`config.mk`:
```
export PLATFORM = sky130hd
export DESIGN_NAME = unsigned_divider_64_by_32
export DESIGN_NICKNAME = d
export VERILOG_FILES = /design/src/hdl/udiv_pkg.sv /design/src/hdl/udiv_ctrl.sv /design/src/hdl/udiv_dp.sv /design/src/hdl/unsigned_divider_64_by_32.sv
export SDC_FILE = /design/constraint.sdc
export NUM_CORES = 1
export LEC_CHECK = 0
export BUFFER_PORTS_ARGS = -buffer_cell sky130_fd_sc_hd__buf_4
export CORE_MARGIN = 2
export CORE_UTILIZATION = 50
export DETAILED_ROUTE_END_ITERATION = 10
export GPL_TIMING_DRIVEN = 0
export PLACE_DENSITY = 0.73
export SKIP_CTS_REPAIR_TIMING = 1
export SYNTH_ARGS = -nofsm -noshare
export SYNTH_HDL_FRONTEND = slang
export SYNTH_SLANG_ARGS = --single-unit
```
`constraint.sdc`:
```
create_clock -name clk -period 8.1 [get_ports clk]
set_clock_uncertainty 0.1 [all_clocks]
set_input_delay 1.62 -clock clk [delete_from_list [all_inputs] [get_ports clk]]
set_output_delay 1.62 -clock clk [all_outputs]
set_load 0.1 [all_outputs]
```
`src/hdl/udiv_pkg.sv`:
```
`timescale 1ns / 1ps

package udiv_pkg;

	localparam int DIVIDEND_WIDTH = 64;
	localparam int DIVISOR_WIDTH  = 32;
	localparam int CNT_W          = $clog2(DIVIDEND_WIDTH);
	localparam int IN_DATA_W      = ((DIVIDEND_WIDTH + DIVISOR_WIDTH + 7) / 8) * 8;
	localparam int OUT_DATA_W     = ((DIVIDEND_WIDTH + DIVISOR_WIDTH + 7) / 8) * 8;

	typedef enum logic [0:0] {
		ST_IDLE,
		ST_RUN
	} state_t;

	// commands from the controller to the datapath
	typedef struct packed {
		logic load;
		logic step;
		logic publish;
	} cmd_t;

endpackage

```
`src/hdl/udiv_ctrl.sv`:
```
`timescale 1ns / 1ps

module udiv_ctrl (
	input  logic            clk,
	input  logic            arst_n,
	input  logic            in_valid,
	output logic            in_ready,
	output logic            out_valid,
	input  logic            out_ready,
	output udiv_pkg::cmd_t  cmd
);

	udiv_pkg::state_t             state_q;
	udiv_pkg::state_t             state_d;
	logic [udiv_pkg::CNT_W-1:0]   cnt_q;
	logic                         out_valid_q;
	logic                         last;
	logic                         out_free;

	assign last     = (cnt_q == '0);
	assign out_free = !out_valid_q || out_ready;

	always_comb begin
		state_d = state_q;
		unique case (state_q)
			udiv_pkg::ST_IDLE: begin
				if (in_valid) begin
					state_d = udiv_pkg::ST_RUN;
				end
			end
			udiv_pkg::ST_RUN: begin
				if (last && out_free) begin
					state_d = udiv_pkg::ST_IDLE;
				end
			end
			default: state_d = udiv_pkg::ST_IDLE;
		endcase
	end

	always_comb begin
		in_ready    = 1'b0;
		cmd         = '0;
		unique case (state_q)
			udiv_pkg::ST_IDLE: begin
				in_ready = 1'b1;
				cmd.load = in_valid;
			end
			udiv_pkg::ST_RUN: begin
				// hold the final step until the result register is free
				cmd.step    = !last || out_free;
				cmd.publish = last && out_free;
			end
			default: begin
				in_ready = 1'b0;
			end
		endcase
	end

	assign out_valid = out_valid_q;

	always_ff @(posedge clk or negedge arst_n) begin
		if (!arst_n) begin
			state_q     <= udiv_pkg::ST_IDLE;
			cnt_q       <= '0;
			out_valid_q <= 1'b0;
		end else begin
			state_q <= state_d;
			if (cmd.load) begin
				cnt_q <= udiv_pkg::CNT_W'(udiv_pkg::DIVIDEND_WIDTH - 1);
			end else if (cmd.step && !last) begin
				cnt_q <= cnt_q - 1'b1;
			end
			if (cmd.publish) begin
				out_valid_q <= 1'b1;
			end else if (out_ready) begin
				out_valid_q <= 1'b0;
			end
		end
	end

endmodule

```
`src/hdl/udiv_dp.sv`:
```
`timescale 1ns / 1ps

module udiv_dp (
	input  logic                                 clk,
	input  udiv_pkg::cmd_t                       cmd,
	input  logic [udiv_pkg::DIVIDEND_WIDTH-1:0]  dividend,
	input  logic [udiv_pkg::DIVISOR_WIDTH-1:0]   divisor,
	output logic [udiv_pkg::DIVIDEND_WIDTH-1:0]  quotient,
	output logic [udiv_pkg::DIVISOR_WIDTH-1:0]   remainder,
	output logic                                 divide_error
);

	localparam int DW = udiv_pkg::DIVIDEND_WIDTH;
	localparam int RW = udiv_pkg::DIVISOR_WIDTH;

	// quo_q starts as the dividend; quotient bits shift in at the bottom
	logic [DW-1:0] quo_q;
	logic [RW-1:0] rem_q;
	logic [RW-1:0] dsr_q;
	logic          err_q;

	logic [DW-1:0] quo_out_q;
	logic [RW-1:0] rem_out_q;
	logic          err_out_q;

	logic [RW:0]   trial;
	logic [RW+1:0] diff;
	logic          ge;
	logic [RW-1:0] rem_next;
	logic [DW-1:0] quo_next;

	assign trial    = {rem_q, quo_q[DW-1]};
	assign diff     = {1'b0, trial} - {2'b00, dsr_q};
	assign ge       = !diff[RW+1];
	assign rem_next = ge ? diff[RW-1:0] : trial[RW-1:0];
	assign quo_next = {quo_q[DW-2:0], ge};

	always_ff @(posedge clk) begin
		if (cmd.load) begin
			quo_q <= dividend;
			rem_q <= '0;
			dsr_q <= divisor;
			err_q <= (divisor == '0);
		end else if (cmd.step) begin
			quo_q <= quo_next;
			rem_q <= rem_next;
		end
		if (cmd.publish) begin
			quo_out_q <= err_q ? '0 : quo_next;
			rem_out_q <= err_q ? '0 : rem_next;
			err_out_q <= err_q;
		end
	end

	assign quotient     = quo_out_q;
	assign remainder    = rem_out_q;
	assign divide_error = err_out_q;

endmodule

```
`src/hdl/unsigned_divider_64_by_32.sv`:
```
`timescale 1ns / 1ps

// Channel   Bus        Contents (tdata low bit up)               tuser
// input     s_axis_*   dividend[63:0], divisor[95:64]            -
// output    m_axis_*   quotient[63:0], remainder[95:64]          divide_error
//
// One quotient bit per cycle while the result register is free, through a single
// 34-bit subtractor: a transfer in is followed by the step cycles, the last of
// which loads the result register, and only then is a new item taken.
// Reset clears the controller only; the datapath registers carry no reset.
// A stalled result holds the final step; the input is taken again only once
// the result register has been loaded, even while that result still waits.

module unsigned_divider_64_by_32 (
	input  logic                               clk,
	input  logic                               arst_n,
	input  logic                               s_axis_tvalid,
	output logic                               s_axis_tready,
	// dividend[63:0], divisor[95:64]
	input  logic [udiv_pkg::IN_DATA_W-1:0]     s_axis_tdata,
	output logic                               m_axis_tvalid,
	input  logic                               m_axis_tready,
	// quotient[63:0], remainder[95:64]
	output logic [udiv_pkg::OUT_DATA_W-1:0]    m_axis_tdata,
	// divide_error[0]
	output logic                               m_axis_tuser
);

	localparam int DW = udiv_pkg::DIVIDEND_WIDTH;
	localparam int RW = udiv_pkg::DIVISOR_WIDTH;

	udiv_pkg::cmd_t cmd;
	logic [DW-1:0]  quotient;
	logic [RW-1:0]  remainder;

	udiv_ctrl u_ctrl (
		.clk       (clk),
		.arst_n    (arst_n),
		.in_valid  (s_axis_tvalid),
		.in_ready  (s_axis_tready),
		.out_valid (m_axis_tvalid),
		.out_ready (m_axis_tready),
		.cmd       (cmd)
	);

	udiv_dp u_dp (
		.clk          (clk),
		.cmd          (cmd),
		.dividend     (s_axis_tdata[DW-1:0]),
		.divisor      (s_axis_tdata[DW+RW-1:DW]),
		.quotient     (quotient),
		.remainder    (remainder),
		.divide_error (m_axis_tuser)
	);

	assign m_axis_tdata = udiv_pkg::OUT_DATA_W'({remainder, quotient});

	// never overwrite a result that is still waiting
	a_no_overwrite: assert property (@(posedge clk) disable iff (!arst_n)
		cmd.publish |-> (!m_axis_tvalid || m_axis_tready))
		else $error("result overwritten while stalled");

	// one item in flight: after a transfer in, the input closes
	a_single_item: assert property (@(posedge clk) disable iff (!arst_n)
		(s_axis_tvalid && s_axis_tready) |=> !s_axis_tready)
		else $error("input accepted while busy");

	// divide error returns zero quotient and remainder
	a_err_zero: assert property (@(posedge clk) disable iff (!arst_n)
		(m_axis_tvalid && m_axis_tuser) |-> (m_axis_tdata == '0))
		else $error("nonzero data with divide error");

	// a result appears only the cycle after the last step loads it
	a_valid_rise: assert property (@(posedge clk) disable iff (!arst_n)
		$rose(m_axis_tvalid) |-> $past(cmd.publish))
		else $error("result valid without publish");

endmodule
```
Word-level counts from Yosys, hierarchy flattened
Cells that the tools add are included.
{"block": "word_totals", "out_inout_bits": 99, "regBits": 234}
{"block": "op_classes", "n_bitwise": 1, "n_reduce_logical": 12, "muxes": 13, "n_addsub": 2}
{"cell": "$mux W64", "n": 2}
{"cell": "$sub A33 B32 Y34", "n": 1}
{"cell": "$logic_not A32 Y1", "n": 1}
{"cell": "$mux W32", "n": 1}
{"cell": "$mux W6", "n": 2}
{"cell": "$logic_not A6 Y1", "n": 1}
{"cell": "$mux W1", "n": 6}
{"cell": "$reduce_bool A2 Y1", "n": 3}
{"cell": "$sub A6 B1 Y6 const B", "n": 1}
{"cell": "$logic_not A1 Y1", "n": 3}
{"cell": "$logic_and A1 B1 Y1", "n": 2}
{"cell": "$logic_or A1 B1 Y1", "n": 2}
{"cell": "$mux W2", "n": 1}
{"cell": "$pmux W1 S2", "n": 1}
{"cell": "$not A1 Y1", "n": 1}

Depth between registers and ports, before layout
{"block": "depth", "word_depth": 7, "depth_mapped": 13}

Modules after synthesis
From an unflattened synthesis, not the netlist that was laid out.
{"block": "hier_totals", "hier_cells": 902, "area_unflattened_um2": 11249.5}
{"module": "udiv_dp", "seq_area_each_um2": 6466.2, "n_inst": 1, "cells_each": 855, "area_each_um2": 10805.4}
{"module": "udiv_ctrl", "seq_area_each_um2": 200.2, "n_inst": 1, "cells_each": 47, "area_each_um2": 444.2}

Worst setup path before layout
OpenSTA, ideal clock, no wires.
{"block": "synth_timing", "path_kind": "input port to flip-flop", "start": "input m_axis_tready", "end": "register u_dp.err_out_q (netlist: u_dp.divide_error), enable pin", "stages": 3, "slack_ps": 3771, "required_ps": 7549, "t_arrival_ps": 3778, "cell_sequence": "nand2b_1 nand3_1 inv_1"}
{"element": "start: declaration", "line": "unsigned_divider_64_by_32.sv:22", "rtl": "input logic m_axis_tready,"}
{"element": "end signal: assignment", "line": "udiv_dp.sv:51", "rtl": "err_out_q <= err_q;"}
{"element": "end: declaration", "line": "udiv_dp.sv:24", "rtl": "logic err_out_q;"}

Final worst setup path
{"block": "layout_timing", "start": "input s_axis_tvalid", "end": "register u_dp.quo_q[33], enable pin"}
{"block": "layout_between", "elab_chain_cells": 2}
{"element": "start: declaration", "line": "unsigned_divider_64_by_32.sv:17", "rtl": "input logic s_axis_tvalid,"}
{"element": "$mux W1", "line": "udiv_ctrl.sv:43", "rtl": "unique case (state_q)"}
{"element": "$reduce_bool A2 Y1 (no source line)"}
{"element": "end signal: assignment", "line": "udiv_dp.sv:40", "rtl": "quo_q <= dividend;"}
{"element": "end signal: assignment", "line": "udiv_dp.sv:45", "rtl": "quo_q <= quo_next;"}
{"element": "end: declaration", "line": "udiv_dp.sv:17", "rtl": "logic [DW-1:0] quo_q;"}
No other way between the ends.
A chain may end at the register's enable or synchronous reset.

==> metrics list <==
- The tool flagged a number of max-cap violations equal to 0.
- Across the VDD grid, the largest voltage drop is 0.191 mV.
- Number of DRC markers in iteration 0: 482
- CTS saw 234 sinks.
- Type of the worst setup path: input port to flop
* Num rows: 54
- Synthesis handed over a netlist of 995 instances.
* Detail Placement HPWL: 18.5 mm
* Root Buffer: clkbuf_16
* Result of the run: completed
- The final hold violation count is 0.
- Counting the buffers created by CTS gives 24.
* Type of element launching the critical path: input port
* Post-synth EDFFs: 194
- Core ar.: 21600 sq um
- Hold/Removal Path Class: flop to flop
- For this block, the routed nets add up to 25.5 mm of wire.
* Element type at the critical path end: flop
- Relative to the synthesized area, the layout overhead comes to 24.4%.
- When the netlist entered floorplanning its net count stood at 1129.
- All-Layer GR Usage: 0.216
* Dpl cell area: 12900 sq um
* Setup TNS: 0 ps
* Relative slew margins: 0.503
- Maximum frequency from static timing analysis: 261 MHz
- Number of nets in the layout: 1356
- Area of the mapped netlist: 10900 sq um
* Antenna violations before repair: 0
* Area of the die: 23100 sq um
* Clock latency on the worst-skew pair: 520 ps
- After layout, the minimum clock period comes to 3830 ps.
- The congestion estimate from routability-driven global placement came to 0.886.
- Drc violations: 0
- Die width: 152 um
- For this run the aggregate overflow at the end of global routing stands at 0.
* Arrival time at the worst endpoint: 3990 ps
* Synth warnings: 0
- Per-cell via count in the routed design: 5.26
- I/O pins: 199
- Area leader, netlist: edfxtp_1
* Number of antenna-violating nets in the routed design: 0
- For the worst setup path, the data required time is 8270 ps.
- TritonCTS built the clock tree.
- Each instance of the synthesized netlist takes up on average 11.0 sq um.
* Total vias in the final route: 7990
* Cell Pwr Density: 347 nW/um^2
* Wire length of the first global-routing pass: 40.4 mm
- For this configuration, the core starts out at a cell density of 0.506.
- Of all flip-flops after synthesis, the portion carrying an async set or reset was 0.0342.
- The most used flip-flop cell after synthesis is edfxtp_1.
- Leakage power: 5.74 nW
- By area the synthesized netlist is led by edfxtp_1, nand2_1, dfxtp_1.
* Number of global-route vias before repair: 7705
* Diodes inserted: 0
- Of the post-synthesis cell area, the dominant cell type holds 0.533.
- Pre-antenna DRT Iters: 5
* Pin count of the biggest net entering global routing: 59
* Synth Register Bits: 234
- Post-CTS clock slew at the launch and capture registers of the worst setup and hold paths: 60 ps
* Final instance area: 13600 sq um
* Sequential-to-total area share from yosys stat: 0.609
- From bottom edge to top edge, the die measures 152 um.
* Number of buffers on the longest clock path: 3
- Setup repair after global routing left no endpoint under its margin.
- Of the cells placed in the final design, the portion with a size suffix greater than 1 is 0.212.
- Max Fanout on Critical Path: 33
- WL per Instance: 16.8 um
- Input and output buffers added on the ports amount to 198.
* H-tree Lvls: 1
* Fraction of the cycle the final worst path needs: 0.472
- Actual slew at the worst max-slew pin: 745 ps
* Number of setup violations in the final report: 0
- Final count of pins violating max slew: 0
- Count of different cell masters after synthesis: 59
==> cell usage after synthesis, types with 2 or more instances <==
master	instances
a21oi_4	2
nand2_1	250
o22ai_1	2
clkbuf_1	30
a21oi_1	35
ha_1	33
a31oi_1	5
buf_12	2
xor2_1	14
o21ai_0	21
and3_1	4
or4_1	3
o21ai_2	2
buf_1	4
mux2i_1	26
nand3_1	16
a21boi_0	3
o21ai_1	23
nor2b_1	65
buf_6	3
o31ai_1	5
a211oi_1	7
dfrtp_1	8
edfxtp_1	194
inv_1	45
nand4_1	8
a21oi_2	5
a21o_1	11
nor2_1	59
nor3_1	8
nand2b_1	2
o2111ai_1	2
buf_2	4
xnor2_1	17
o211ai_1	4
a32oi_1	4
and2_1	3
o21bai_1	3
o21a_1	4
dfxtp_1	32
nor4_1	9
==> worst max-delay path, stage by stage <==
cell and delay [ps]:
buf_4 110, nand2_1 260, inv_1 140, nor2_1 370
clkbuf_1 610, inv_2 510, buf_12 330
==> registers in the layout, indices dropped and copies added, names as in the netlist <==
signal             count
u_dp.quotient         64
u_dp.divide_error      1
u_dp.remainder        32
u_ctrl.cnt_q           6
u_dp.dsr_q            32
u_ctrl.state_q         1
u_dp.rem_q            32
u_dp.err_q             1
u_dp.quo_q            64
u_ctrl.out_valid       1
==> placed cells by master (no fill, tap or decap), drive strengths merged, types with 5 or more instances in the layout <==
cell type and count:
nand3 16, nand2 250, nor3 9, dfrtp 8, xnor2 17, nor2b 65, nand4 8, buf 215
ha 33, nor2 59, xor2 14, a21o 11, inv 45, a211oi 7, o31ai 5, nor4 9
edfxtp 194, clkbuf 57, dfxtp 32, a21oi 42, o21ai 46, mux2i 26, clkinv 10, a31oi 5
==> per-layer routing <==
metal  wire length, um  vias to the layer above  GRT usage
met5                 0                        -          0
met4               764                        0     0.0694
met3              1510                       54     0.0382
met2             11700                      238      0.340
met1             11600                     3766      0.307
li1                  -                     3932          -
==> final timing paths <==
path	startpoint	end	slack (ps)	depth (start not counted)
setup reg to reg	u_dp.quo_q[63]$_DFFE_PP_	u_dp.remainder[28]$_SDFFCE_PP0P_	4490	12
max in group asynchronous	arst_n	u_ctrl.cnt_q[4]$_DFFE_PN0P_	6960	1
hold / removal	u_dp.rem_q[23]$_SDFFE_PP0P_	u_dp.rem_q[23]$_SDFFE_PP0P_	370	2
setup / recovery	s_axis_tvalid	u_dp.quo_q[33]$_DFFE_PP_	4270	7
hold reg to reg	u_dp.rem_q[23]$_SDFFE_PP0P_	u_dp.rem_q[23]$_SDFFE_PP0P_	370	2
min in group asynchronous	arst_n	u_ctrl.cnt_q[2]$_DFFE_PN0P_	800	1
==> cells by family after synthesis <==
logic type                 share of synthesized area
AOI/OAI and AO/OA                             0.0906
xor gates and xnor gates                      0.0248
adders and majority gates                     0.0396
buffers and inverters                         0.0364
DFF                                            0.609
muxes                                         0.0252
and+or+nand+nor                                0.174
==> final cells by class <==
cell class / count / area (sq um)
fillers: 1794 / 8010
flip-flops and latches: 234 / 6670
multi-input cells: 672 / 3870
repair buffers: 201 / 1560
clock buffers: 27 / 612
well taps: 280 / 350
plain buffers: 44 / 230
inverters: 45 / 171
clock inverters: 16 / 144
==> power breakdown <==
| part | total [W] | leakage [nW] | switching (W) | internal (W) |
|---|---|---|---|---|
| clock network | 0.00107 | 0.356 | 0.000460 | 0.000608 |
| logic | 0.00181 | 3.13 | 0.00107 | 0.000742 |
| registers | 0.00185 | 2.25 | 0.000164 | 0.00168 |
| total | 0.00473 | 5.74 | 0.00170 | 0.00303 |
==> through the flow <==
stage	hold slack [ps]	cells	setup slack, ps	util	power (W)
after floorplan	337	995	3770	-	0.00324
after global placement	354	1473	2700	0.591	0.00362
after detailed placement	361	1476	3720	0.595	0.00367
after CTS	370	1519	4270	0.629	0.00474
after global routing	396	1519	4050	0.629	0.00504
final	368	1519	4270	0.629	0.00473
(Power assumes the default switching activity.)
